[src/design/assert_macros.svh]
// assertion helpers
`ifndef ASSERT_MACROS_SVH
`define ASSERT_MACROS_SVH
`ifndef SYNTHESIS
`define PRE_ASSERT(lbl, clk, rst_n, cond, msg) \
    lbl: assert property (@(posedge clk) disable iff (!rst_n) (cond)) else $error(msg);
`define PRE_IMPLY(lbl, clk, rst_n, a, b, msg) \
    lbl: assert property (@(posedge clk) disable iff (!rst_n) (a) |-> (b)) else $error(msg);
`define PRE_NEXT(lbl, clk, rst_n, a, b, msg) \
    lbl: assert property (@(posedge clk) disable iff (!rst_n) (a) |=> (b)) else $error(msg);
`else
`define PRE_ASSERT(lbl, clk, rst_n, cond, msg)
`define PRE_IMPLY(lbl, clk, rst_n, a, b, msg)
`define PRE_NEXT(lbl, clk, rst_n, a, b, msg)
`endif
`endif

[src/design/pre_pkg.sv]
package pre_pkg;
    localparam int CW = 32;
    localparam int IW = 16;
    localparam int LW = 40;
    localparam int SQW = 2 * CW + 2;
    localparam int RW = CW + 1;
    localparam int PW = CW + 20;
    localparam logic [LW-1:0] LEN_MAX = '1;
    localparam logic [19:0] HW_RESET = 20'd3840;
    localparam logic [15:0] MSL_RESET = 16'd3;
    localparam logic [0:0] ADDR_HW = 1'b0;
    localparam logic [0:0] ADDR_MSL = 1'b1;

    typedef struct packed {
        logic start;
        logic busy;
        logic done;
    } unit_ctl_t;
endpackage

[src/design/pre_sqrt.sv]
// bit-serial square root, two radicand bits per cycle
module pre_sqrt (
    input  logic                   clk,
    input  logic                   rst_n,
    input  logic                   start,
    input  logic [pre_pkg::SQW-1:0] radicand,
    output logic                   busy,
    output logic                   done,
    output logic [pre_pkg::RW-1:0] root
);
    localparam int STEPS = pre_pkg::SQW / 2;
    localparam int CNTW = $clog2(STEPS + 1);

    logic [pre_pkg::SQW-1:0] rad_reg;
    logic [pre_pkg::RW+1:0]  rem_reg;
    logic [pre_pkg::RW-1:0]  root_reg;
    logic [CNTW-1:0]         cnt_reg;
    logic                    busy_reg, done_reg;
    logic [pre_pkg::RW+1:0]  trial, shifted;

    always_comb
    begin
        shifted = {rem_reg[pre_pkg::RW-1:0], rad_reg[pre_pkg::SQW-1 -: 2]};
        trial   = {root_reg, 2'b01};
    end

    always_ff @(posedge clk or negedge rst_n)
    begin
        if (!rst_n)
        begin
            busy_reg <= 1'b0;
            done_reg <= 1'b0;
            cnt_reg  <= '0;
        end
        else
        begin
            done_reg <= 1'b0;
            if (start)
            begin
                busy_reg <= 1'b1;
                cnt_reg  <= CNTW'(STEPS);
            end
            else if (busy_reg)
            begin
                cnt_reg <= cnt_reg - 1'b1;
                if (cnt_reg == CNTW'(1))
                begin
                    busy_reg <= 1'b0;
                    done_reg <= 1'b1;
                end
            end
        end
    end

    always_ff @(posedge clk)
    begin
        if (start)
        begin
            rad_reg  <= radicand;
            rem_reg  <= '0;
            root_reg <= '0;
        end
        else if (busy_reg)
        begin
            rad_reg <= {rad_reg[pre_pkg::SQW-3:0], 2'b00};
            if (shifted >= trial)
            begin
                rem_reg  <= shifted - trial;
                root_reg <= {root_reg[pre_pkg::RW-2:0], 1'b1};
            end
            else
            begin
                rem_reg  <= shifted;
                root_reg <= {root_reg[pre_pkg::RW-2:0], 1'b0};
            end
        end
    end

    assign busy = busy_reg;
    assign done = done_reg;
    assign root = root_reg;
endmodule

[config.mk]
export PLATFORM = sky130hd
export DESIGN_NAME = pre_sqrt
export DESIGN_NICKNAME = d
export VERILOG_FILES = /design/src/design/assert_macros.svh /design/src/design/pre_pkg.sv /design/src/design/pre_sqrt.sv
export SDC_FILE = /design/constraint.sdc
export NUM_CORES = 1
export LEC_CHECK = 0
export BUFFER_PORTS_ARGS = -buffer_cell sky130_fd_sc_hd__buf_2
export CAP_MARGIN = 20
export CORE_MARGIN = 2
export CORE_UTILIZATION = 50
export DETAILED_ROUTE_END_ITERATION = 10
export GPL_TIMING_DRIVEN = 0
export PLACE_DENSITY_LB_ADDON = 0.25
export SYNTH_ARGS = -nofsm -noshare
export SYNTH_HDL_FRONTEND = slang
export SYNTH_SLANG_ARGS = --single-unit
[constraint.sdc]
create_clock -name clk -period 8 [get_ports clk]
set_clock_uncertainty 0.05 [all_clocks]
set_input_delay 1.2 -clock clk [delete_from_list [all_inputs] [get_ports clk]]
set_output_delay 1.2 -clock clk [all_outputs]
set_load 0.1 [all_outputs]
==> out/metrics.yaml <==
cts_tree: "built"
holdCritPathClass: "reg2reg"
clkSlewWorstSetupHoldPaths_ps: 60
fin_area_sq_um: 9040
die_w_microns: 128
worst-path-stages: 11
reg2reg_to: "rem_reg[11]"
cpPeakStageDelay_ps: 540
min_period_over_period: 0.418
cts_setup_buffers: 0
die_area_sq_um: 16400
hold_violations: 0
synth_edf_count: 66
clock_path_buffers: 2
ys_ff_latch: 140
num_vias: 6005
grt_max_degree: 46
synthArstFlopShare: 0.0571
viasPerCell: 5.54
worstPathCellList: "inv_1 -> ha_1 -> nor3_1 -> a2111oi_4 -> a2111oi_4 -> nor3_2 -> o211ai_2 -> nand2_1 -> clkbuf_1 -> nand2_1 -> a311oi_1"
worstMarginPinSlew_ps: 843
ys_dominant_reg_cell: "edfxtp_1"
drt_pre_antenna_iters: 5
coreArea_sq_um: 15100
cp_slowest_cell: "a2111oi_4"
hp-start: "rem_reg[31]"
path_class: "reg2reg"
grt_pass1_vias: 5776
dr.first_iter.drc_count: 452
required_ps: 8280
antenna_found_initial: 0
syn_to_final_growth_pct: 17.5
io_buffer_count: 102
min_to: "rem_reg[31]"
num_antenna_cells: 0
grt_pass1_wl_microns: 28500
clk_latency_ps: 430
syn-num-nets: 867
rr_startpoint: "root[1]"
placedInstanceArea_sq_um: 8460
cts_inserted_buffers: 17
layout.nets: 989
ant_nets: 0
slew_headroom: 0.438
setup_viol: 0
grt_usage: 0.220
critPathBufInv: 2
powerDensity_nw_per_um2: 389
min_path_cells: 2
drc_errors: 0
dpl.hpwl_microns: 12500
wl_met3_microns: 773
ioPinCount: 104
startpoint_type: "flop"
crit_fanout: 10
wl_met2_microns: 8030
root_buffer: "clkbuf_16"
synth.avg_cell_area_sq_um: 10.1
tns_ps: 0
fmax_mhz: 299
wl_per_cell_microns: 15.9
rows: 45
synth_cells: 761
gp_congestion: 0.880
drv_cap: 0
ys_seq_area_frac: 0.455
netlist_area_sq_um: 7690
fillerInstances: 1291
rrSetupSlack_ps: 4650
layout-drive-gt1-share: 0.243
r2r_cells: 11
wl_microns: 17200
synth_cell_types: 58
endpoint_kind: "flop"
crit_arrival_ps: 3620
largest_reg_flops: 66
rsz0062_at_grt: "false"
ir_worst_vdd_uv: 215
holdBufCountCts: 0
post-route-min-period_ps: 3350
outcome: "completed"
synth_warnings: 0
top_layer: "met4"
p_leak_uw: 0.00396
cts_resized: 0
overflow: 0
wl_met1_microns: 8290
start_util: 0.508
cts_sinks: 140
cts_max_level: 4
crit_family: "compound AO/OA/AOI/OAI gates"
die_h_microns: 128
drv_slew: 0
-- kinds of logic (layout without fill, tap and decap cells) --
group / Yosys count / count (layout) / synth area share
AOI/OAI and AO/OA: 140 / 140 / 0.134
adders and majority gates: 37 / 37 / 0.0602
and+or+nand+nor: 226 / 226 / 0.132
muxes: 99 / 99 / 0.139
buffers and inverters: 91 / 226 / 0.0477
xor gates and xnor gates: 28 / 28 / 0.0319
DFF: 140 / 140 / 0.455
-- worst max path at each step --
stage / start / to / slack [ps]
global route: root[1] / rem_reg[10] / 4410
global placement: start / rad_reg[10] / 2990
finish: root[1] / rem_reg[11] / 4650
CTS: start / rad_reg[4] / 4630
detailed placement: start / rad_reg[6] / 4190
floorplan: start / rad_reg[0] / 4210
-- cells in the mapped netlist, types with 5 or more instances --
| cell type | instances | share of area |
|---|---|---|
| a211oi_1 | 6 | 0.0059 |
| a21o_1 | 11 | 0.011 |
| a21oi_1 | 32 | 0.021 |
| a311oi_1 | 27 | 0.031 |
| a31oi_1 | 5 | 0.0041 |
| and2_1 | 6 | 0.0049 |
| and3_1 | 9 | 0.0073 |
| clkbuf_1 | 35 | 0.017 |
| dfrtp_1 | 8 | 0.026 |
| dfxtp_1 | 66 | 0.17 |
| edfxtp_1 | 66 | 0.26 |
| ha_1 | 37 | 0.060 |
| inv_1 | 47 | 0.023 |
| mux2_2 | 64 | 0.094 |
| mux2i_1 | 35 | 0.046 |
| nand2_1 | 75 | 0.037 |
| nand3_1 | 11 | 0.0072 |
| nand4_1 | 8 | 0.0065 |
| nor2_1 | 82 | 0.040 |
| nor3_1 | 12 | 0.0078 |
| o21ai_0 | 22 | 0.014 |
| o21bai_1 | 6 | 0.0059 |
| xnor2_1 | 21 | 0.024 |
| xor2_1 | 7 | 0.0080 |
-- area by class of cell --
class                   count  area [sq um]  share of cell area
multi-input cells         530          3820               0.423
plain buffers              44           190              0.0210
well taps                 188           235              0.0260
clock inverters            15           153              0.0169
inverters                  47           176              0.0195
repair buffers            103           531              0.0587
clock buffers              17           425              0.0471
flip-flops and latches    140          3500               0.388
-- per-layer routing --
layer | global-route usage | vias up
met5 | 0 | -
met4 | 0.0511 | 0
met3 | 0.0509 | 14
met2 | 0.358 | 139
met1 | 0.300 | 2861
li1 | - | 2991
-- power breakdown --
group / switching, uW / total [uW] / internal [uW]
combinational: 1010 / 1730 / 718
sequential: 86.3 / 1010 / 925
clock: 336 / 775 / 439
total: 1430 / 3510 / 2080
-- worst register-to-register path, delay by kind of cell, from the launching register on --
kind	cells	cell delay, ps
adder cells (fa/ha/maj)	1	380
flip-flops	1	420
AO/OA/AOI/OAI	4	1120
buffers and inverters	2	560
AND/OR/NAND/NOR	4	720
-- cell usage in the layout, fill, tap and decap left out, types with 5 or more instances in the layout --
cell type,instances
a211oi_1,6
a21o_1,11
a21oi_1,32
a311oi_1,27
a31oi_1,5
and2_1,6
and3_1,9
buf_2,104
clkbuf_1,35
clkbuf_16,17
dfrtp_1,8
dfxtp_1,66
edfxtp_1,66
ha_1,37
inv_1,46
inv_6,5
mux2_2,64
mux2i_1,35
nand2_1,75
nand3_1,11
nand4_1,8
nor2_1,82
nor3_1,12
o21ai_0,22
o21bai_1,6
xnor2_1,21
xor2_1,7
-- stage by stage --
stage | power [uW] | hold WS (ps) | instances | worst slack, ps | util
finish | 3510 | 435 | 1084 | 4650 | 0.597
floorplan | 2350 | 413 | 761 | 4210 | -
detailed placement | 2720 | 434 | 1052 | 4190 | 0.559
global placement | 2700 | 430 | 1051 | 2990 | 0.557
global route | 3760 | 466 | 1084 | 4410 | 0.597
CTS | 3510 | 442 | 1084 | 4630 | 0.597
Power figures use the tool's default switching activity.
