**config.mk**
```make
export PLATFORM = sky130hd
export DESIGN_NAME = pre_div
export DESIGN_NICKNAME = d
export VERILOG_FILES = /design/src/design/assert_macros.svh /design/src/design/pre_pkg.sv /design/src/design/pre_div.sv
export SDC_FILE = /design/constraint.sdc
export NUM_CORES = 1
export LEC_CHECK = 0
export ABC_CLOCK_PERIOD_IN_PS = 7200
export BUFFER_PORTS_ARGS = -buffer_cell sky130_fd_sc_hd__buf_2
export CAP_MARGIN = 20
export CORE_ASPECT_RATIO = 0.7
export CORE_MARGIN = 10
export CORE_UTILIZATION = 55
export DETAILED_ROUTE_END_ITERATION = 8
export PLACE_DENSITY = 0.81
export REMOVE_ABC_BUFFERS = 1
export SYNTH_ARGS = -nofsm -noshare
export SYNTH_HDL_FRONTEND = slang
export SYNTH_SLANG_ARGS = --single-unit
```
**constraint.sdc**
```tcl
create_clock -name clk -period 7.2 [get_ports clk]
set_input_delay 1.44 -clock clk [delete_from_list [all_inputs] [get_ports clk]]
set_output_delay 1.44 -clock clk [all_outputs]
set_load 0.05 [all_outputs]
```
**src/design/assert_macros.svh**
```systemverilog
// assertion helpers
`ifndef ASSERT_MACROS_SVH
`define ASSERT_MACROS_SVH
`ifndef SYNTHESIS
`define PRE_ASSERT(lbl, clk, rst_n, cond, msg) \
    lbl: assert property (@(posedge clk) disable iff (!rst_n) (cond)) else $error(msg);
`define PRE_IMPLY(lbl, clk, rst_n, a, b, msg) \
    lbl: assert property (@(posedge clk) disable iff (!rst_n) (a) |-> (b)) else $error(msg);
`define PRE_NEXT(lbl, clk, rst_n, a, b, msg) \
    lbl: assert property (@(posedge clk) disable iff (!rst_n) (a) |=> (b)) else $error(msg);
`else
`define PRE_ASSERT(lbl, clk, rst_n, cond, msg)
`define PRE_IMPLY(lbl, clk, rst_n, a, b, msg)
`define PRE_NEXT(lbl, clk, rst_n, a, b, msg)
`endif
`endif

```
**src/design/pre_pkg.sv**
```systemverilog
package pre_pkg;
    localparam int CW = 32;
    localparam int IW = 16;
    localparam int LW = 40;
    localparam int SQW = 2 * CW + 2;
    localparam int RW = CW + 1;
    localparam int PW = CW + 20;
    localparam logic [LW-1:0] LEN_MAX = '1;
    localparam logic [19:0] HW_RESET = 20'd3840;
    localparam logic [15:0] MSL_RESET = 16'd3;
    localparam logic [0:0] ADDR_HW = 1'b0;
    localparam logic [0:0] ADDR_MSL = 1'b1;

    typedef struct packed {
        logic start;
        logic busy;
        logic done;
    } unit_ctl_t;
endpackage

```
**src/design/pre_div.sv**
```systemverilog
// restoring divider, one quotient bit per cycle
module pre_div (
    input  logic                   clk,
    input  logic                   rst_n,
    input  logic                   start,
    input  logic [pre_pkg::PW-1:0] dividend,
    input  logic [pre_pkg::RW-1:0] divisor,
    output logic                   busy,
    output logic                   done,
    output logic [pre_pkg::PW-1:0] quotient
);
    localparam int CNTW = $clog2(pre_pkg::PW + 1);

    logic [pre_pkg::PW-1:0] q_reg;
    logic [pre_pkg::RW:0]   rem_reg;
    logic [pre_pkg::RW-1:0] den_reg;
    logic [CNTW-1:0]        cnt_reg;
    logic                   busy_reg, done_reg;
    logic [pre_pkg::RW:0]   sh;

    assign sh = {rem_reg[pre_pkg::RW-1:0], q_reg[pre_pkg::PW-1]};

    always_ff @(posedge clk or negedge rst_n)
    begin
        if (!rst_n)
        begin
            busy_reg <= 1'b0;
            done_reg <= 1'b0;
            cnt_reg  <= '0;
        end
        else
        begin
            done_reg <= 1'b0;
            if (start)
            begin
                busy_reg <= 1'b1;
                cnt_reg  <= CNTW'(pre_pkg::PW);
            end
            else if (busy_reg)
            begin
                cnt_reg <= cnt_reg - 1'b1;
                if (cnt_reg == CNTW'(1))
                begin
                    busy_reg <= 1'b0;
                    done_reg <= 1'b1;
                end
            end
        end
    end

    always_ff @(posedge clk)
    begin
        if (start)
        begin
            q_reg   <= dividend;
            rem_reg <= '0;
            den_reg <= divisor;
        end
        else if (busy_reg)
        begin
            if (sh >= {1'b0, den_reg})
            begin
                rem_reg <= sh - {1'b0, den_reg};
                q_reg   <= {q_reg[pre_pkg::PW-2:0], 1'b1};
            end
            else
            begin
                rem_reg <= sh;
                q_reg   <= {q_reg[pre_pkg::PW-2:0], 1'b0};
            end
        end
    end

    assign busy     = busy_reg;
    assign done     = done_reg;
    assign quotient = q_reg;
endmodule
```
==> results.toml, run 1 <==
[die]
die_w_um = 157.4
start_util_pct = 55.70
io_pins = 142
fp.dieH_um = 116.2
rows = 35
core_area_um2 = 13050
die_area_um2 = 18290

[critical_path]
worstPathMaxFanout = 18
setup.worst_path.start_class = "flop"
crit_required_ns = 7.52
crit_type = "flop to flop"
crit_path_end_kind = "flop"
timing.critical_path.arrival_ns = 3.84

[timing]
timing.clock.skew_ns = 0.01341
drv_slew = 0
setup_repair_after_global_routing_missed_its_margin = "no"
period_needed_ns = 3.526
slew_headroom_pct = 44.70
worst_tran_pin_value_ns = 0.8086
timing.final.crit_share_pct = 48.97
hold_viol = 0
fmax_mhz = 283.6
postLayoutSetupSlackWorst_ns = 3.674
report.final.setup_viol = 0
fin_tns_setup_ns = 0

[cells_and_area]
final_layout_size_suffix_gt1_share_pct = 31.63
postLayoutCoreUtil_pct = 66.64
final_antenna_diode_count = 0
filler_cell_count = 958
multiInputGateArea_um2 = 3500
final_nets = 914
syn2layout_area_growth_pct = 19.64
layout.area.seq_um2 = 3415
largest_register_ff_count = 52
post_layout_inst_area_um2 = 8697

[clocking]
clock_insertion_delay_worst_skew_ns = 0.42
cts_buffers = 17
tritoncts_num_sinks = 126
cts_tree = "done"
ctsResizeCount = 0
ctsLongestPathBuffers = 2
path_clk_slew_ns = 0.06
post-cts-setup-buffers = 0
h-tree-depth = 4
post_cts_hold_buffer_count = 0
cts-root-buf = "clkbuf_16"

[logic_synthesis]
synth.top_cells.by_area = "edfxtp_1, dfxtp_1, mux2_2, ha_1, mux2i_1"
ys_top_cells_by_count = "edfxtp_1, mux2_2, inv_1"
synth_warnings = 0
synth_enable_flop_cells = 85
synth.cell_area_um2 = 7269
number_of_synthesized_register_bits = 126
synthDominantAreaCellType = "edfxtp_1"
synthDistinctLibCells = 74
syn_area_per_cell_um2 = 10.98
seq_area_frac_synth_pct = 46.95
area_share_of_the_leading_cell_type_in_the_synthesized_netlist_pct = 35.11
async_flop_share_pct = 6.349
post-synth-top-count-cell = "edfxtp_1"
post_synth_inst_count = 662
ys.flop_type = "edfxtp_1"

[global_route]
met1_track_demand_over_resource_in_global_routing_pct = 27.40
global_route.peak_usage_layer = "met2"
track_usage_pct = 21.56
global_route_wire_length_before_repair_um = 30950
first_global_vias = 5842
gr-total-overflow = 0
number_of_antenna_violations_at_the_first_check_in_global_routing = 1
grt_start_max_net_pins = 53
grt_use_met3_pct = 9.014
grt_use_met2_pct = 33.25

[route]
routed_wirelength_um = 19480
route.detailed.wl_per_inst_um = 20.10
drc_violation_count_after_routing = 0
drt_first_pass_iters = 5
dr_total_vias = 5790
avgViaCountPerCell = 5.975
detailed_router_s_first_iteration_violation_count = 440
final_antenna_net_count = 0

[power]
p_leak_nw = 3.799
power_density_nw_per_um2 = 388.8
peakVddDrop_mv = 0.2140

[placement]
place_worst_setup_slack_ns = 3.486
gpl.final_weighted_congestion = 0.9385
dp.final_hpwl_um = 14270
placed_cell_area_um2 = 8044
portBuffers = 141

[job]
number_of_maximum_capacitance_violations = 0

[run_status]
run_status = "complete, no violations"

[hold_path]
hold_path.class = "flop to flop"
metrics by stage:
step	hold slack (ns)	power (W)	cells
6_report	0.5076	0.003382	969
3_3_place_gp	0.4888	0.002396	936
4_1_cts	0.5066	0.003376	968
3_5_place_dp	0.4989	0.002431	936
5_1_grt	0.5244	0.003557	969
2_1_floorplan	0.4648	0.002099	624
path summary, 6_finish.rpt:
| kind | from | depth (start not counted) | slack, ns | end |
|---|---|---|---|---|
| worst max-delay path | quotient[51] | 13 | 3.67 | rem_reg[32] |
| worst min-delay path | rem_reg[26] | 2 | 0.51 | rem_reg[26] |
| worst max register to register | quotient[51] | 13 | 3.67 | rem_reg[32] |
| worst min register to register | rem_reg[26] | 2 | 0.51 | rem_reg[26] |
| max in group asynchronous | rst_n | 1 | 6.15 | busy |
| min in group asynchronous | rst_n | 1 | 0.85 | cnt_reg[3] |
final cells by class:
| type | instances | area share [%] |
|---|---|---|
| clock buffer | 20 | 5.136 |
| clock inverter | 12 | 2.144 |
| inverter | 47 | 2.028 |
| multi-input combinational | 451 | 40.24 |
| sequential | 126 | 39.26 |
| tap | 166 | 2.388 |
| timing repair buffer | 147 | 8.804 |
routing by layer:
metal / vias up / routed length [um]
met5: - / 13
met4: 2 / 365
met3: 29 / 2004
met2: 251 / 8597
met1: 2780 / 8501
li1: 2728 / -
power by group:
group | switching (W) | internal, W
combinational | 0.000870 | 0.000563
clock | 0.000335 | 0.000593
sequential | 0.000101 | 0.000920
cell families (layout without fill, tap and decap cells):
logic type                 Yosys count  after routing  share of synthesized area [%]
muxes                               75             75                          11.31
DFF                                126            126                          46.95
buffers and inverters               85            226                          4.905
adders and majority gates           36             36                          6.299
AOI/OAI and AO/OA                  158            158                          16.25
and+or+nand+nor                    153            153                          10.79
xor gates and xnor gates            29             29                          3.494
critical path, stage by stage (launching register included):
cell and delay [ns]:
edfxtp_1 0.39, inv_1 0.10, ha_1 0.17, inv_1 0.05, fa_1 0.43, a211oi_1 0.47, o21ai_1 0.20, a211oi_2 0.28
nand2_2 0.13, a21oi_4 0.26, o31ai_4 0.21, buf_4 0.32, mux2i_1 0.15, a211oi_1 0.25
cell usage in the layout, fill, tap and decap left out, drive strengths merged, types with 7 or more instances in the layout:
cell / instances
buf: 147
nor3: 10
ha: 35
xnor2: 19
dfrtp: 8
nor2: 43
inv: 49
and2: 8
clkbuf: 20
mux2i: 21
nor3b: 7
edfxtp: 85
xor2: 10
nand2: 35
a211oi: 32
a21oi: 29
nand3: 16
o21ai: 24
dfxtp: 33
a21o: 18
mux2: 54
Note: power is estimated with default switching activity, not from simulation.
==> run 2: changes to the inputs <==
--- a/config.mk
+++ b/config.mk
@@ -5,14 +5,15 @@
 export SDC_FILE = /design/constraint.sdc
 export NUM_CORES = 1
 export LEC_CHECK = 0
-export ABC_CLOCK_PERIOD_IN_PS = 7200
+export ABC_AREA = 1
+export ABC_CLOCK_PERIOD_IN_PS = 3100
 export BUFFER_PORTS_ARGS = -buffer_cell sky130_fd_sc_hd__buf_2
 export CAP_MARGIN = 20
 export CORE_ASPECT_RATIO = 0.7
 export CORE_MARGIN = 10
-export CORE_UTILIZATION = 55
+export CORE_UTILIZATION = 52
 export DETAILED_ROUTE_END_ITERATION = 8
-export PLACE_DENSITY = 0.81
+export PLACE_DENSITY = 0.79
 export REMOVE_ABC_BUFFERS = 1
 export SYNTH_ARGS = -nofsm -noshare
 export SYNTH_HDL_FRONTEND = slang
==> constraint.sdc (replaced) <==
create_clock -name clk -period 3.1 [get_ports clk]
set_input_delay 0.62 -clock clk [delete_from_list [all_inputs] [get_ports clk]]
set_output_delay 0.62 -clock clk [all_outputs]
set_load 0.05 [all_outputs]
==> run 2 against run 1 <==
Sequential share of layout area fell by 3.2 points. Register-to-register slack got worse by 3.2 ns. Highest routed layer unchanged. Global-route usage rose by 0.20 points. Clock skew fell by 0.0016 ns. Critical endpoint is now rem_reg[19]. Synthesized cell count rose by 66%. Clock-buffer cell count fell by 1. Sequential power rose by 95%. Utilization fell by 3.3 points. Wire length rose by 16%.
==> results.toml, run 2 <==
[cells_and_area]
layout_commonest_cell = "nand2_1"
layout.cells.most_common_list = "nand2_1, inv_1, buf_2"
largest_register_ff_count = 52
postLayoutCoreUtil_pct = 63.30
final_nets = 1366
final_layout_size_suffix_gt1_share_pct = 19.12
post_layout_inst_area_um2 = 9465
syn2layout_area_growth_pct = 17.54

[timing]
worst_tran_pin_value_ns = 0.5916
timing.final.crit_share_pct = 86.12
period_needed_ns = 2.670
slew_headroom_pct = 60.50
drv_slew = 0
setup_repair_after_global_routing_missed_its_margin = "no"
timing.clock.skew_ns = 0.01180
report.final.setup_viol = 0
hold_viol = 0
fmax_mhz = 374.6

[placement]
placed_cell_area_um2 = 8895
portBuffers = 141
gpl.final_weighted_congestion = 0.9343
dp.final_hpwl_um = 17090

[clocking]
path_clk_slew_ns = 0.06
clock_insertion_delay_worst_skew_ns = 0.41
ctsResizeCount = 0
ctsLongestPathBuffers = 2
h-tree-depth = 4
cts_tree = "done"
post-cts-setup-buffers = 0
cts_buffers = 17
cts-root-buf = "clkbuf_16"
tritoncts_num_sinks = 126
post_cts_hold_buffer_count = 0

[logic_synthesis]
post_synth_inst_count = 1099
synth.cell_area_um2 = 8053
seq_area_frac_synth_pct = 42.39
area_share_of_the_leading_cell_type_in_the_synthesized_netlist_pct = 31.70
ys_top_cells_by_count = "nand2_1, inv_1, edfxtp_1"
number_of_synthesized_register_bits = 126
synthDominantAreaCellType = "edfxtp_1"
post-synth-top-count-cell = "nand2_1"
synth_warnings = 0
syn_area_per_cell_um2 = 7.327
synthDistinctLibCells = 39
synth_enable_flop_cells = 85
synth.top_cells.by_area = "edfxtp_1, nand2_1, dfxtp_1, inv_1, ha_1"
ys.flop_type = "edfxtp_1"
async_flop_share_pct = 6.349

[critical_path]
timing.critical_path.arrival_ns = 3.02
worstPathMaxFanout = 33
crit_slowest_cell = "fa_1"
path_delay_family = "simple AND/OR/NAND/NOR gates"
max_stage_delay_ns = 0.41
crit_path_end_kind = "flop"
critPathBufInv = 2
crit_required_ns = 3.45
setup.worst_path.start_class = "flop"
crit_type = "flop to flop"
list_of_cells_traversed_by_the_critical_path = "inv_1 -> ha_1 -> inv_1 -> fa_1 -> nand2_1 -> nand2_2 -> nand3_2 -> nand2_2 -> nand2_2 -> nand2_4 -> nand2_2 -> nand2_2 -> nand2_4 -> nand2_8 -> nand2_1 -> nand3_1 -> nand2_1"
crit_top_cell = "nand2_2"

[power]
p_leak_nw = 5.161
power_density_nw_per_um2 = 503.5
design_power_total_w = 0.004766
peakVddDrop_mv = 0.3779

[route]
avgViaCountPerCell = 5.072
drc_violation_count_after_routing = 0
detailed_router_s_first_iteration_violation_count = 685
route.detailed.wl_per_inst_um = 15.59
dr_total_vias = 7365
final_antenna_net_count = 0
routed_wirelength_um = 22640
drt_first_pass_iters = 5

[hold_path]
hold_path.class = "input pin to async pin"

[run_status]
run_status = "complete, no violations"

[job]
number_of_maximum_capacitance_violations = 0

[global_route]
number_of_antenna_violations_at_the_first_check_in_global_routing = 4
track_usage_pct = 21.76
first_global_vias = 6913
global_route_wire_length_before_repair_um = 36630
gr-total-overflow = 0
grt_start_max_net_pins = 55

[die]
die_area_um2 = 20940
rows = 37
core_area_um2 = 14950
start_util_pct = 53.85
io_pins = 142
die_w_um = 168.7
fp.dieH_um = 124.1
[run 2: where the power goes]
group          leakage [nW]  total (W)  switching [W]  internal (W)
clock                 0.264    0.00196       0.000831       0.00112
combinational          3.65   0.000821       0.000584      0.000238
sequential             1.25    0.00199      0.0000636       0.00193
total                  5.16    0.00477        0.00148       0.00329
[run 2: cells by family (layout without fill, tap and decap cells)]
group | after synthesis | after routing | synth area share [%]
simple gates | 691 | 691 | 37.91
buf+inv | 202 | 358 | 10.49
flops | 126 | 126 | 42.39
fa+ha+maj | 36 | 36 | 5.687
compound gates | 29 | 29 | 1.896
xor+xnor | 15 | 15 | 1.631
other cells | 0 | 2 | 0
[run 2: layout make-up]
cell class | count | area (um^2)
Antenna cell | 2 | 5.005
Clock buffer | 19 | 432.9
Clock inverter | 13 | 132.6
Fill cell | 1328 | 5488
Inverter | 175 | 656.9
Multi-Input combinational cell | 771 | 3797
Sequential cell | 126 | 3413
Tap cell | 195 | 244.0
Timing Repair Buffer | 151 | 783.3
[run 2: per-layer routing]
| layer | global-route usage [%] | up-vias | routed length, um |
|---|---|---|---|
| met1 | 30.79 | 3334 | 10460 |
| met4 | 3.416 | 4 | 106 |
| met5 | 0 | - | 27 |
| met3 | 8.184 | 16 | 2752 |
| met2 | 31.48 | 330 | 9286 |
| li1 | - | 3681 | - |
[run 2: worst paths after layout]
kind | depth (start not counted) | to | slack, ns | startpoint
min in group clk | 1 | den_reg[28] | 0.38 | divisor[28]
setup reg to reg | 17 | rem_reg[19] | 0.43 | quotient[51]
hold reg to reg | 2 | rem_reg[32] | 0.46 | rem_reg[32]
setup / recovery | 17 | rem_reg[19] | 0.43 | quotient[51]
hold / removal | 1 | cnt_reg[3] | 0.04 | rst_n
max in group asynchronous | 1 | cnt_reg[5] | 2.89 | rst_n
[run 2: worst reg2reg max path: stages (launching register included)]
cell and delay, ns:
edfxtp_1 0.37, inv_1 0.09, ha_1 0.15, inv_1 0.07, fa_1 0.41, nand2_1 0.10, nand2_2 0.08, nand3_2 0.07
nand2_2 0.08, nand2_2 0.08, nand2_4 0.06, nand2_2 0.06, nand2_2 0.07, nand2_4 0.27, nand2_8 0.31, nand2_1 0.19
nand3_1 0.08, nand2_1 0.07
[run 2: stage by stage]
step | TNS, ns | setup slack, ns | hold slack [ns] | std cells
after floorplan | -11.98 | -0.2229 | 0.3244 | 1072
after global placement | 0 | 0.6004 | 0.4395 | 1418
after detailed placement | 0 | 0.4987 | 0.4429 | 1418
after CTS | 0 | 0.4705 | 0.03620 | 1450
after global routing | 0 | 0.1825 | 0.04319 | 1450
final | 0 | 0.4303 | 0.03866 | 1452
